<file path="config.mk">
export PLATFORM = sky130hd
export DESIGN_NAME = chunked_transfer_decoder
export DESIGN_NICKNAME = d
export VERILOG_FILES = /design/src/ctd_pkg.sv /design/src/ctd_input_stage.sv /design/src/ctd_parser.sv /design/src/ctd_output_stage.sv /design/src/chunked_transfer_decoder.sv
export SDC_FILE = /design/constraint.sdc
export NUM_CORES = 1
export LEC_CHECK = 0
export BUFFER_PORTS_ARGS = -buffer_cell sky130_fd_sc_hd__buf_2
export CAP_MARGIN = 20
export CORE_UTILIZATION = 30
export CTS_CLUSTER_SIZE = 40
export DETAILED_ROUTE_END_ITERATION = 7
export PLACE_DENSITY = 0.48
export SYNTH_ARGS = -nofsm -noshare
export SYNTH_HDL_FRONTEND = slang
export SYNTH_SLANG_ARGS = --single-unit
</file>
<file path="constraint.sdc">
create_clock -name aclk -period 3.2 [get_ports aclk]
set_clock_uncertainty 0.1 [all_clocks]
set_input_delay 0.64 -clock aclk [delete_from_list [all_inputs] [get_ports aclk]]
set_output_delay 0.64 -clock aclk [all_outputs]
set_load 0.01 [all_outputs]
</file>
<file path="src/ctd_pkg.sv">
// ----------------------------------------------------------------------------
// ctd_pkg
// Types, codes and helpers for the chunked transfer decoder.
// ----------------------------------------------------------------------------
package ctd_pkg;

    localparam logic [7:0] CH_CR   = 8'h0D;
    localparam logic [7:0] CH_LF   = 8'h0A;
    localparam logic [7:0] CH_SEMI = 8'h3B;

    typedef enum logic [3:0] {
        PH_HDR_START  = 4'd0,
        PH_HDR_DIGITS = 4'd1,
        PH_EXT        = 4'd2,
        PH_HDR_LF     = 4'd3,
        PH_DATA       = 4'd4,
        PH_DATA_CR    = 4'd5,
        PH_DATA_LF    = 4'd6,
        PH_DONE       = 4'd7,
        PH_BAD        = 4'd8
    } phase_t;

    typedef enum logic [1:0] {
        KIND_DATA = 2'd0,
        KIND_END  = 2'd1,
        KIND_BAD  = 2'd2
    } kind_t;

    typedef struct packed {
        logic [7:0] byte_value;
        logic       end_of_stream;
    } item_t;

    typedef struct packed {
        logic       valid;
        logic [7:0] payload_byte;
        kind_t      kind;
    } result_t;

    typedef struct packed {
        logic       ok;
        logic [3:0] val;
    } hex_t;

    function automatic hex_t hex_digit(input logic [7:0] c);
        hex_t       h;
        logic [7:0] d;
        h.ok  = 1'b1;
        d     = 8'h00;
        if (c inside {[8'h30:8'h39]}) begin
            d = c - 8'h30;
        end else if (c inside {[8'h61:8'h66]}) begin
            d = c - 8'h57;
        end else if (c inside {[8'h41:8'h46]}) begin
            d = c - 8'h37;
        end else begin
            h.ok = 1'b0;
        end
        h.val = d[3:0];
        return h;
    endfunction

endpackage

</file>
<file path="src/ctd_input_stage.sv">
// ----------------------------------------------------------------------------
// ctd_input_stage
// Input register: holds one transfer until the parser consumes it.
// ----------------------------------------------------------------------------
module ctd_input_stage (
    input  logic           aclk,
    input  logic           aresetn,
    input  logic           s_tvalid,
    output logic           s_tready,
    input  logic [7:0]     s_tdata,   // [7:0] byte_value
    input  logic           s_tlast,   // end_of_stream
    input  logic           take,
    output logic           item_valid,
    output ctd_pkg::item_t item
);

    logic           valid_reg;
    ctd_pkg::item_t item_reg;

    assign s_tready   = !valid_reg || take;
    assign item_valid = valid_reg;
    assign item       = item_reg;

    always_ff @(posedge aclk) begin
        if (!aresetn) begin
            valid_reg <= 1'b0;
        end else if (s_tready) begin
            valid_reg <= s_tvalid;
        end
    end

    always_ff @(posedge aclk) begin
        if (s_tvalid && s_tready) begin
            item_reg.byte_value    <= s_tdata;
            item_reg.end_of_stream <= s_tlast;
        end
    end

endmodule

</file>
<file path="src/ctd_parser.sv">
// ----------------------------------------------------------------------------
// ctd_parser
// Framing state machine: hex length, extension skip, CRLF checks, data count.
// ----------------------------------------------------------------------------
module ctd_parser #(
    parameter int LEN_BITS   = 32,
    parameter int MAX_DIGITS = 8
) (
    input  logic             aclk,
    input  logic             aresetn,
    input  logic             advance,
    input  ctd_pkg::item_t   item,
    output ctd_pkg::result_t res
);

    localparam int CNT_W = $clog2(MAX_DIGITS + 1);

    ctd_pkg::phase_t     phase_reg, phase_next;
    logic [LEN_BITS-1:0] left_reg, left_next;
    logic [CNT_W-1:0]    count_reg, count_next;

    ctd_pkg::hex_t       hex;
    logic [LEN_BITS-1:0] left_dec;
    logic                digit_ok;

    assign hex      = ctd_pkg::hex_digit(item.byte_value);
    assign left_dec = left_reg - LEN_BITS'(1);
    assign digit_ok = (count_reg < CNT_W'(MAX_DIGITS)) &&
                      (left_reg[LEN_BITS-1 -: 4] == 4'h0);

    always_ff @(posedge aclk) begin
        if (!aresetn) begin
            phase_reg <= ctd_pkg::PH_HDR_START;
            left_reg  <= '0;
            count_reg <= '0;
        end else if (advance) begin
            phase_reg <= phase_next;
            left_reg  <= left_next;
            count_reg <= count_next;
        end
    end

    always_comb begin
        phase_next       = phase_reg;
        left_next        = left_reg;
        count_next       = count_reg;
        res.valid        = 1'b0;
        res.payload_byte = 8'h00;
        res.kind         = ctd_pkg::KIND_BAD;
        if (phase_reg != ctd_pkg::PH_DONE && phase_reg != ctd_pkg::PH_BAD &&
            item.end_of_stream) begin
            phase_next = ctd_pkg::PH_BAD;
            res.valid  = 1'b1;
        end else begin
            case (phase_reg)
                ctd_pkg::PH_HDR_START, ctd_pkg::PH_HDR_DIGITS: begin
                    if (hex.ok) begin
                        if (digit_ok) begin
                            left_next  = {left_reg[LEN_BITS-5:0], hex.val};
                            count_next = count_reg + CNT_W'(1);
                            phase_next = ctd_pkg::PH_HDR_DIGITS;
                        end else begin
                            phase_next = ctd_pkg::PH_BAD;
                            res.valid  = 1'b1;
                        end
                    end else if (phase_reg == ctd_pkg::PH_HDR_DIGITS &&
                                 item.byte_value == ctd_pkg::CH_SEMI) begin
                        phase_next = ctd_pkg::PH_EXT;
                    end else if (phase_reg == ctd_pkg::PH_HDR_DIGITS &&
                                 item.byte_value == ctd_pkg::CH_CR) begin
                        phase_next = ctd_pkg::PH_HDR_LF;
                    end else begin
                        phase_next = ctd_pkg::PH_BAD;
                        res.valid  = 1'b1;
                    end
                end
                ctd_pkg::PH_EXT: begin
                    if (item.byte_value == ctd_pkg::CH_CR) begin
                        phase_next = ctd_pkg::PH_HDR_LF;
                    end
                end
                ctd_pkg::PH_HDR_LF: begin
                    if (item.byte_value != ctd_pkg::CH_LF) begin
                        phase_next = ctd_pkg::PH_BAD;
                        res.valid  = 1'b1;
                    end else begin
                        count_next = '0;
                        if (left_reg == '0) begin
                            phase_next = ctd_pkg::PH_DONE;
                            res.valid  = 1'b1;
                            res.kind   = ctd_pkg::KIND_END;
                        end else begin
                            phase_next = ctd_pkg::PH_DATA;
                        end
                    end
                end
                ctd_pkg::PH_DATA: begin
                    left_next        = left_dec;
                    res.valid        = 1'b1;
                    res.kind         = ctd_pkg::KIND_DATA;
                    res.payload_byte = item.byte_value;
                    if (left_dec == '0) begin
                        phase_next = ctd_pkg::PH_DATA_CR;
                    end
                end
                ctd_pkg::PH_DATA_CR: begin
                    if (item.byte_value != ctd_pkg::CH_CR) begin
                        phase_next = ctd_pkg::PH_BAD;
                        res.valid  = 1'b1;
                    end else begin
                        phase_next = ctd_pkg::PH_DATA_LF;
                    end
                end
                ctd_pkg::PH_DATA_LF: begin
                    if (item.byte_value != ctd_pkg::CH_LF) begin
                        phase_next = ctd_pkg::PH_BAD;
                        res.valid  = 1'b1;
                    end else begin
                        phase_next = ctd_pkg::PH_HDR_START;
                        left_next  = '0;
                        count_next = '0;
                    end
                end
                default: begin
                    // body finished or failed: silent
                end
            endcase
        end
        // a result exists only for an item that is consumed this cycle
        if (!advance) begin
            res.valid = 1'b0;
        end
    end

endmodule

</file>
<file path="src/ctd_output_stage.sv">
// ----------------------------------------------------------------------------
// ctd_output_stage
// Result register on the master side.
// ----------------------------------------------------------------------------
module ctd_output_stage (
    input  logic             aclk,
    input  logic             aresetn,
    input  ctd_pkg::result_t res,
    output logic             can_load,
    output logic             m_tvalid,
    input  logic             m_tready,
    output logic [7:0]       m_tdata,   // [7:0] payload_byte
    output logic [1:0]       m_tuser    // [1:0] kind
);

    logic       valid_reg;
    logic [7:0] data_reg;
    logic [1:0] kind_reg;

    assign can_load = !valid_reg || m_tready;
    assign m_tvalid = valid_reg;
    assign m_tdata  = data_reg;
    assign m_tuser  = kind_reg;

    always_ff @(posedge aclk) begin
        if (!aresetn) begin
            valid_reg <= 1'b0;
        end else if (res.valid) begin
            valid_reg <= 1'b1;
        end else if (m_tready) begin
            valid_reg <= 1'b0;
        end
    end

    always_ff @(posedge aclk) begin
        if (res.valid) begin
            data_reg <= res.payload_byte;
            kind_reg <= res.kind;
        end
    end

endmodule

</file>
<file path="src/chunked_transfer_decoder.sv">
// ----------------------------------------------------------------------------
// chunked_transfer_decoder
// Strips HTTP chunked framing from a byte stream, one byte per transfer.
// ----------------------------------------------------------------------------
//  channel  dir  tdata              tuser      tlast
//  s_       in   [7:0] byte_value   -          end_of_stream
//  m_       out  [7:0] payload_byte [1:0] kind -
//
// One transfer per cycle sustained while m_tready stays high; from s_ to m_ a byte
// passes the input register, then the parser step into the result register.
// Reset: synchronous, aresetn low; parser returns to the first chunk header.
// A stalled m_ side holds the result; s_tready drops only when both the
// input register and the result register are full.
// ----------------------------------------------------------------------------
module chunked_transfer_decoder #(
    parameter int LEN_BITS   = 32,
    parameter int MAX_DIGITS = 8
) (
    input  logic       aclk,
    input  logic       aresetn,
    input  logic       s_tvalid,
    output logic       s_tready,
    input  logic [7:0] s_tdata,   // [7:0] byte_value
    input  logic       s_tlast,   // end_of_stream
    output logic       m_tvalid,
    input  logic       m_tready,
    output logic [7:0] m_tdata,   // [7:0] payload_byte
    output logic [1:0] m_tuser    // [1:0] kind
);

    ctd_pkg::item_t   item;
    ctd_pkg::result_t res;
    logic             item_valid;
    logic             can_load;
    logic             advance;

    assign advance = item_valid && can_load;

    ctd_input_stage u_in (
        .aclk       (aclk),
        .aresetn    (aresetn),
        .s_tvalid   (s_tvalid),
        .s_tready   (s_tready),
        .s_tdata    (s_tdata),
        .s_tlast    (s_tlast),
        .take       (advance),
        .item_valid (item_valid),
        .item       (item)
    );

    ctd_parser #(
        .LEN_BITS   (LEN_BITS),
        .MAX_DIGITS (MAX_DIGITS)
    ) u_parser (
        .aclk    (aclk),
        .aresetn (aresetn),
        .advance (advance),
        .item    (item),
        .res     (res)
    );

    ctd_output_stage u_out (
        .aclk     (aclk),
        .aresetn  (aresetn),
        .res      (res),
        .can_load (can_load),
        .m_tvalid (m_tvalid),
        .m_tready (m_tready),
        .m_tdata  (m_tdata),
        .m_tuser  (m_tuser)
    );

endmodule

</file>
# Word-level counts from Yosys, hierarchy flattened
# Index checks and enable logic that the tools add are counted.
# totals
word_cells	111
reg_bits	61
# classes
n_eq_ne	18
n_addsub	5
magnitude_cmp	7
reduce_logical	28
n_mux	42
bitwise	2
# op_table
cell	n
$mux 32	3
$pmux 32 s3	1
$logic_not 32->1	2
$mux 4	16
$sub 32x1->32 const B	1
$pmux 4 s6	1
$ge 8x7->1 const B	2
$le 8x7->1 const B	2
$ne 8x4->1 const B	2
$mux 1	15
$eq 4x3->1 const B	3
$reduce_and 6->1	2
$logic_and 1x1->1	10
$eq 4x2->1 const B	2
$eq 8x4->1 const B	1
$eq 8x6->1 const B	1
$ge 8x6->1 const B	1
$le 8x6->1 const B	1
$logic_not 4->1	2
$pmux 4 s2	1
$sub 4x3->4 const B	2
$reduce_bool 7->1	1
$mux 2	3
$ne 3x1->1 const B	2
other kinds (17)	25

# Logic depth before layout (Yosys ltp)
# depth
word_depth	10
ltp_mapped	11
depth_no_buf	9

# Cells and area by module
# A second synthesis with hierarchy kept.
# unflattened
cells_unflattened	492
hier_area_um2	4100.2
# by_module_without_submodules
mod	cells_each	area_each_um2	instances
ctd_parser	463	3417.0	1
ctd_output_stage	14	349.1	1
ctd_input_stage	14	327.8	1
chunked_transfer_decoder	1	6.3	1

# Worst setup path before layout
# No wires, ideal clock.
# synth_timing
kind	register to register
startpoint	reg u_parser.left_reg[0]
endpoint	reg u_out.data_reg[0] (netlist: u_out.m_tdata[0]) (enable)
t_arrival_ns	2.534
path_slack_ns	0.184
path_stages_with_launch	10
setup_time_ns	0.382
synth_period_minus_slack_ns	3.016
cell_sequence	dfxtp_1 inv_1 ha_1 nor3b_2 nand2_4 or3_1 clkbuf_1 nor2_1 o21ai_0 a21oi_1
# synth_rtl
element	line	text
start, declared	ctd_parser.sv:19	logic [LEN_BITS-1:0] left_reg, left_next;
start signal, assigned	ctd_parser.sv:38	left_reg <= left_next;
end signal, assigned	ctd_output_stage.sv:37	data_reg <= res.payload_byte;
end, declared	ctd_output_stage.sv:17	logic [7:0] data_reg;

# Final worst setup path
# layout_timing
startpoint	reg u_in.item_reg, in the netlist u_in.item[7]
endpoint	reg u_parser.left_reg[20]
# layout_via
elab_chain_cells	7
# layout_rtl
element	line	text
start, declared	ctd_input_stage.sv:18	ctd_pkg::item_t item_reg;
$ge 8x7->1 or $le 8x7->1 (tied branches)	ctd_pkg.sv:54	end else if (c inside {[8'h41:8'h46]}) begin
$logic_and 1x1->1	ctd_pkg.sv:54	
$mux 1	ctd_pkg.sv:54	
$mux 1	ctd_pkg.sv:52	end else if (c inside {[8'h61:8'h66]}) begin
$mux 1	ctd_pkg.sv:50	if (c inside {[8'h30:8'h39]}) begin
$ne 2x1->1 (no line)	--	
$reduce_and 6->1 (no line) (*)	--	
# Every way passes the cells marked *; elsewhere a longest branch is shown, timed or not.
# A chain may end at the register's enable or synchronous reset.

==> flow_summary.yaml <==
pwr:
  p_per_area_nw_per_um2: 451
  irDropWorstVdd_mv: 0.242
  p_leak_nw: 1.69
finish:
  largest_reg_flops: 32
  final_cell_mix: "nand2_1 (56), nor2_1 (53), dfxtp_1 (42), a21oi_1 (32), o21ai_0 (26)"
  utilization_pct: 35.1
  areaGrowthSynthToFinish_pct: 14.0
  diodes: 0
  nFillCells: 1361
  drive_above_1_share_pct: 16.4
  final_common_cell: "nand2_1"
  multi_input_area_sq_um: 2470
  layout.nets: 526
  regArea_sq_um: 1410
clock_tree:
  worst_skew_pair.late_latency_ns: 0.35
  root_buffer: "clkbuf_16"
  cts_sinks: 61
  cts_setup_buffers: 0
  clockBufferDepth: 2
  cts-hold-fix-buffers: 0
  cts_resized: 0
  numCtsBuffers: 9
  clk_pin_slew_ns: 0.06
  cts_tree: "done"
  h-tree-depth: 3
timing:
  tightest_slew_ns: 0.558
  period_share_pct: 88.7
  setup_slack_ns: 0.361
  slew_violations: 0
  slew-limit-headroom_pct: 62.5
  setup_tns_ns: 0
  hold_viol_final: 0
  fmaxAchievable_mhz: 352
  setup_violations: 0
  min_period_ns: 2.84
  rsz0062_at_grt: "false"
global_route:
  track_usage_pct: 16.7
  grt_antenna_before_repair: 0
  grt_pass1_wl_um: 18500
  grt_max_degree: 35
  first_global_vias: 3524
  overflow: 0
routing:
  vias: 3855
  viasPerCell: 5.61
  drc: 0
  wl_per_cell_um: 16.6
  drt-total-wl_um: 11400
  drtIter0Drc: 360
  firstDrtPassIters: 4
  drtAntennaViolNets: 0
synth:
  post_synth_num_cell_types: 77
  ys.flop_type: "dfxtp_1"
  synthTopCellsByArea: "dfxtp_1 (21%), edfxtp_1 (14%), nand2_1 (5.1%)"
  yosys.area.top_type_share_pct: 20.5
  synth-seq-cells: 61
  synth-async-reset-ratio_pct: 0
  seq_area_frac_synth_pct: 34.4
  syn_inst: 488
  avgSynthCellArea_sq_um: 8.40
  yosys_warnings: 0
  synth-edff-count: 19
  synth_top_cell_by_area: "dfxtp_1"
  syn-cell-area_sq_um: 4100
  synth_nets: 508
place:
  gp_congestion: 0.866
  post-place-ws_ns: 0.351
  dp_hpwl_um: 7920
  port_buffers: 24
floorplanning:
  dieWidth_um: 119
  core_sq_um: 13300
  core.rowCount: 42
  num_io_pins: 25
  initial_utilization_pct: 30.8
  die_area_sq_um: 14100
  die_h_um: 119
setup_path:
  r2r_slack_ns: 0.36
  path_max_fanout: 29
  end_kind: "flip-flop"
  cp_data_arrival_time_ns: 2.95
  worst_setup_path_start_kind: "flip-flop"
  worst_r2r_startpoint: "u_in.item[7]"
  rr_worst_depth: 7
  critical_path_class: "flip-flop to flip-flop"
  r2r_end: "u_parser.left_reg[20]"
  required_ns: 3.31
worst_hold_path:
  hold_start: "s_tdata[5]"
  min_path_cells: 1
  hold-path-endpoint: "u_in.item[6]"
  hold_class: "primary input to flip-flop"
outcome:
  outcome: "finished clean"
flow_run:
  cap_violations: 0
## worst max-delay path, cell delays in order, from the launching register on
cell and delay [ns]:
edfxtp_1 0.44, nor4_4 0.40, and4b_1 0.34, nand2_1 0.08, a221o_1 0.43, or3_4 0.54, a221oi_1 0.28, nor3_1 0.08
## cell usage after synthesis, drive strengths merged (5+ instances only)
cell    count
and2        8
a21boi      6
a31oi       5
nand4       6
nand3      17
clkbuf     20
o41ai       6
o22ai       5
or3         9
xnor2      10
nand2b      9
nand2      57
buf        15
nor4b       5
xor2        8
o21ai      27
inv         7
nor4       11
edfxtp     19
o31ai       5
a21oi      33
nand4b      7
ha          7
or2         5
nor2       53
mux2i       5
dfxtp      42
nor3       28
a221oi      7
a211oi     10
## area by class of cell
type                            instances  share of cell area (%)
Timing Repair Buffer                   42                    5.46
Sequential cell                        61                    30.2
Multi-Input combinational cell        384                    52.9
Inverter                                8                   0.643
Tap cell                              176                    4.71
Clock inverter                          7                    1.26
Clock buffer                            9                    4.82
## power breakdown
group	switching [mW]	leakage (nW)	total, mW	internal, mW
Combinational	0.193	1.04	0.317	0.124
Clock	0.407	0.133	0.941	0.534
Sequential	0.0282	0.517	0.848	0.820
Total	0.629	1.69	2.11	1.48
## per-stage QoR
stage                     instances  total power [mW]  area [sq um]  hold slack [ns]
after floorplan                 488              1.10          4100            0.346
after global placement          671              1.18          4390            0.369
after detailed placement        671              1.18          4390            0.369
after CTS                       687              2.12          4670            0.365
after global routing            687              2.19          4670            0.365
final                           687              2.11          4670            0.368
## metal layers
metal | GRT usage [%] | wire length [um] | vias to the layer above
met5 | 0 | 0 | -
met4 | 8.15 | 233 | 0
met3 | 2.97 | 532 | 21
met2 | 25.4 | 5210 | 114
met1 | 22.8 | 5440 | 1876
li1 | - | - | 1844
## worst max-delay path by stage
stage | from | endpoint | slack (ns)
floorplan | u_parser.left_reg[0] | u_out.m_tdata[0] | 0.18
global placement | u_parser.left_reg[1] | u_out.m_tdata[6] | 0.38
detailed placement | u_parser.left_reg[0] | u_out.m_tdata[1] | 0.35
CTS | u_parser.left_reg[0] | u_out.m_tdata[1] | 0.35
global route | u_parser.left_reg[1] | u_out.m_tdata[7] | 0.11
finish | u_in.item[7] | u_parser.left_reg[20] | 0.36
## kinds of logic after synthesis
logic type | after synthesis | share of synthesized area [%]
buffers and inverters | 43 | 5.25
AO/OA/AOI/OAI | 124 | 20.7
XOR/XNOR | 18 | 4.31
adder cells (fa/ha/maj) | 7 | 2.14
flip-flops | 61 | 34.4
multiplexers | 5 | 1.22
AND/OR/NAND/NOR | 230 | 32.0
No activity file was read; power rests on OpenSTA's default activity.
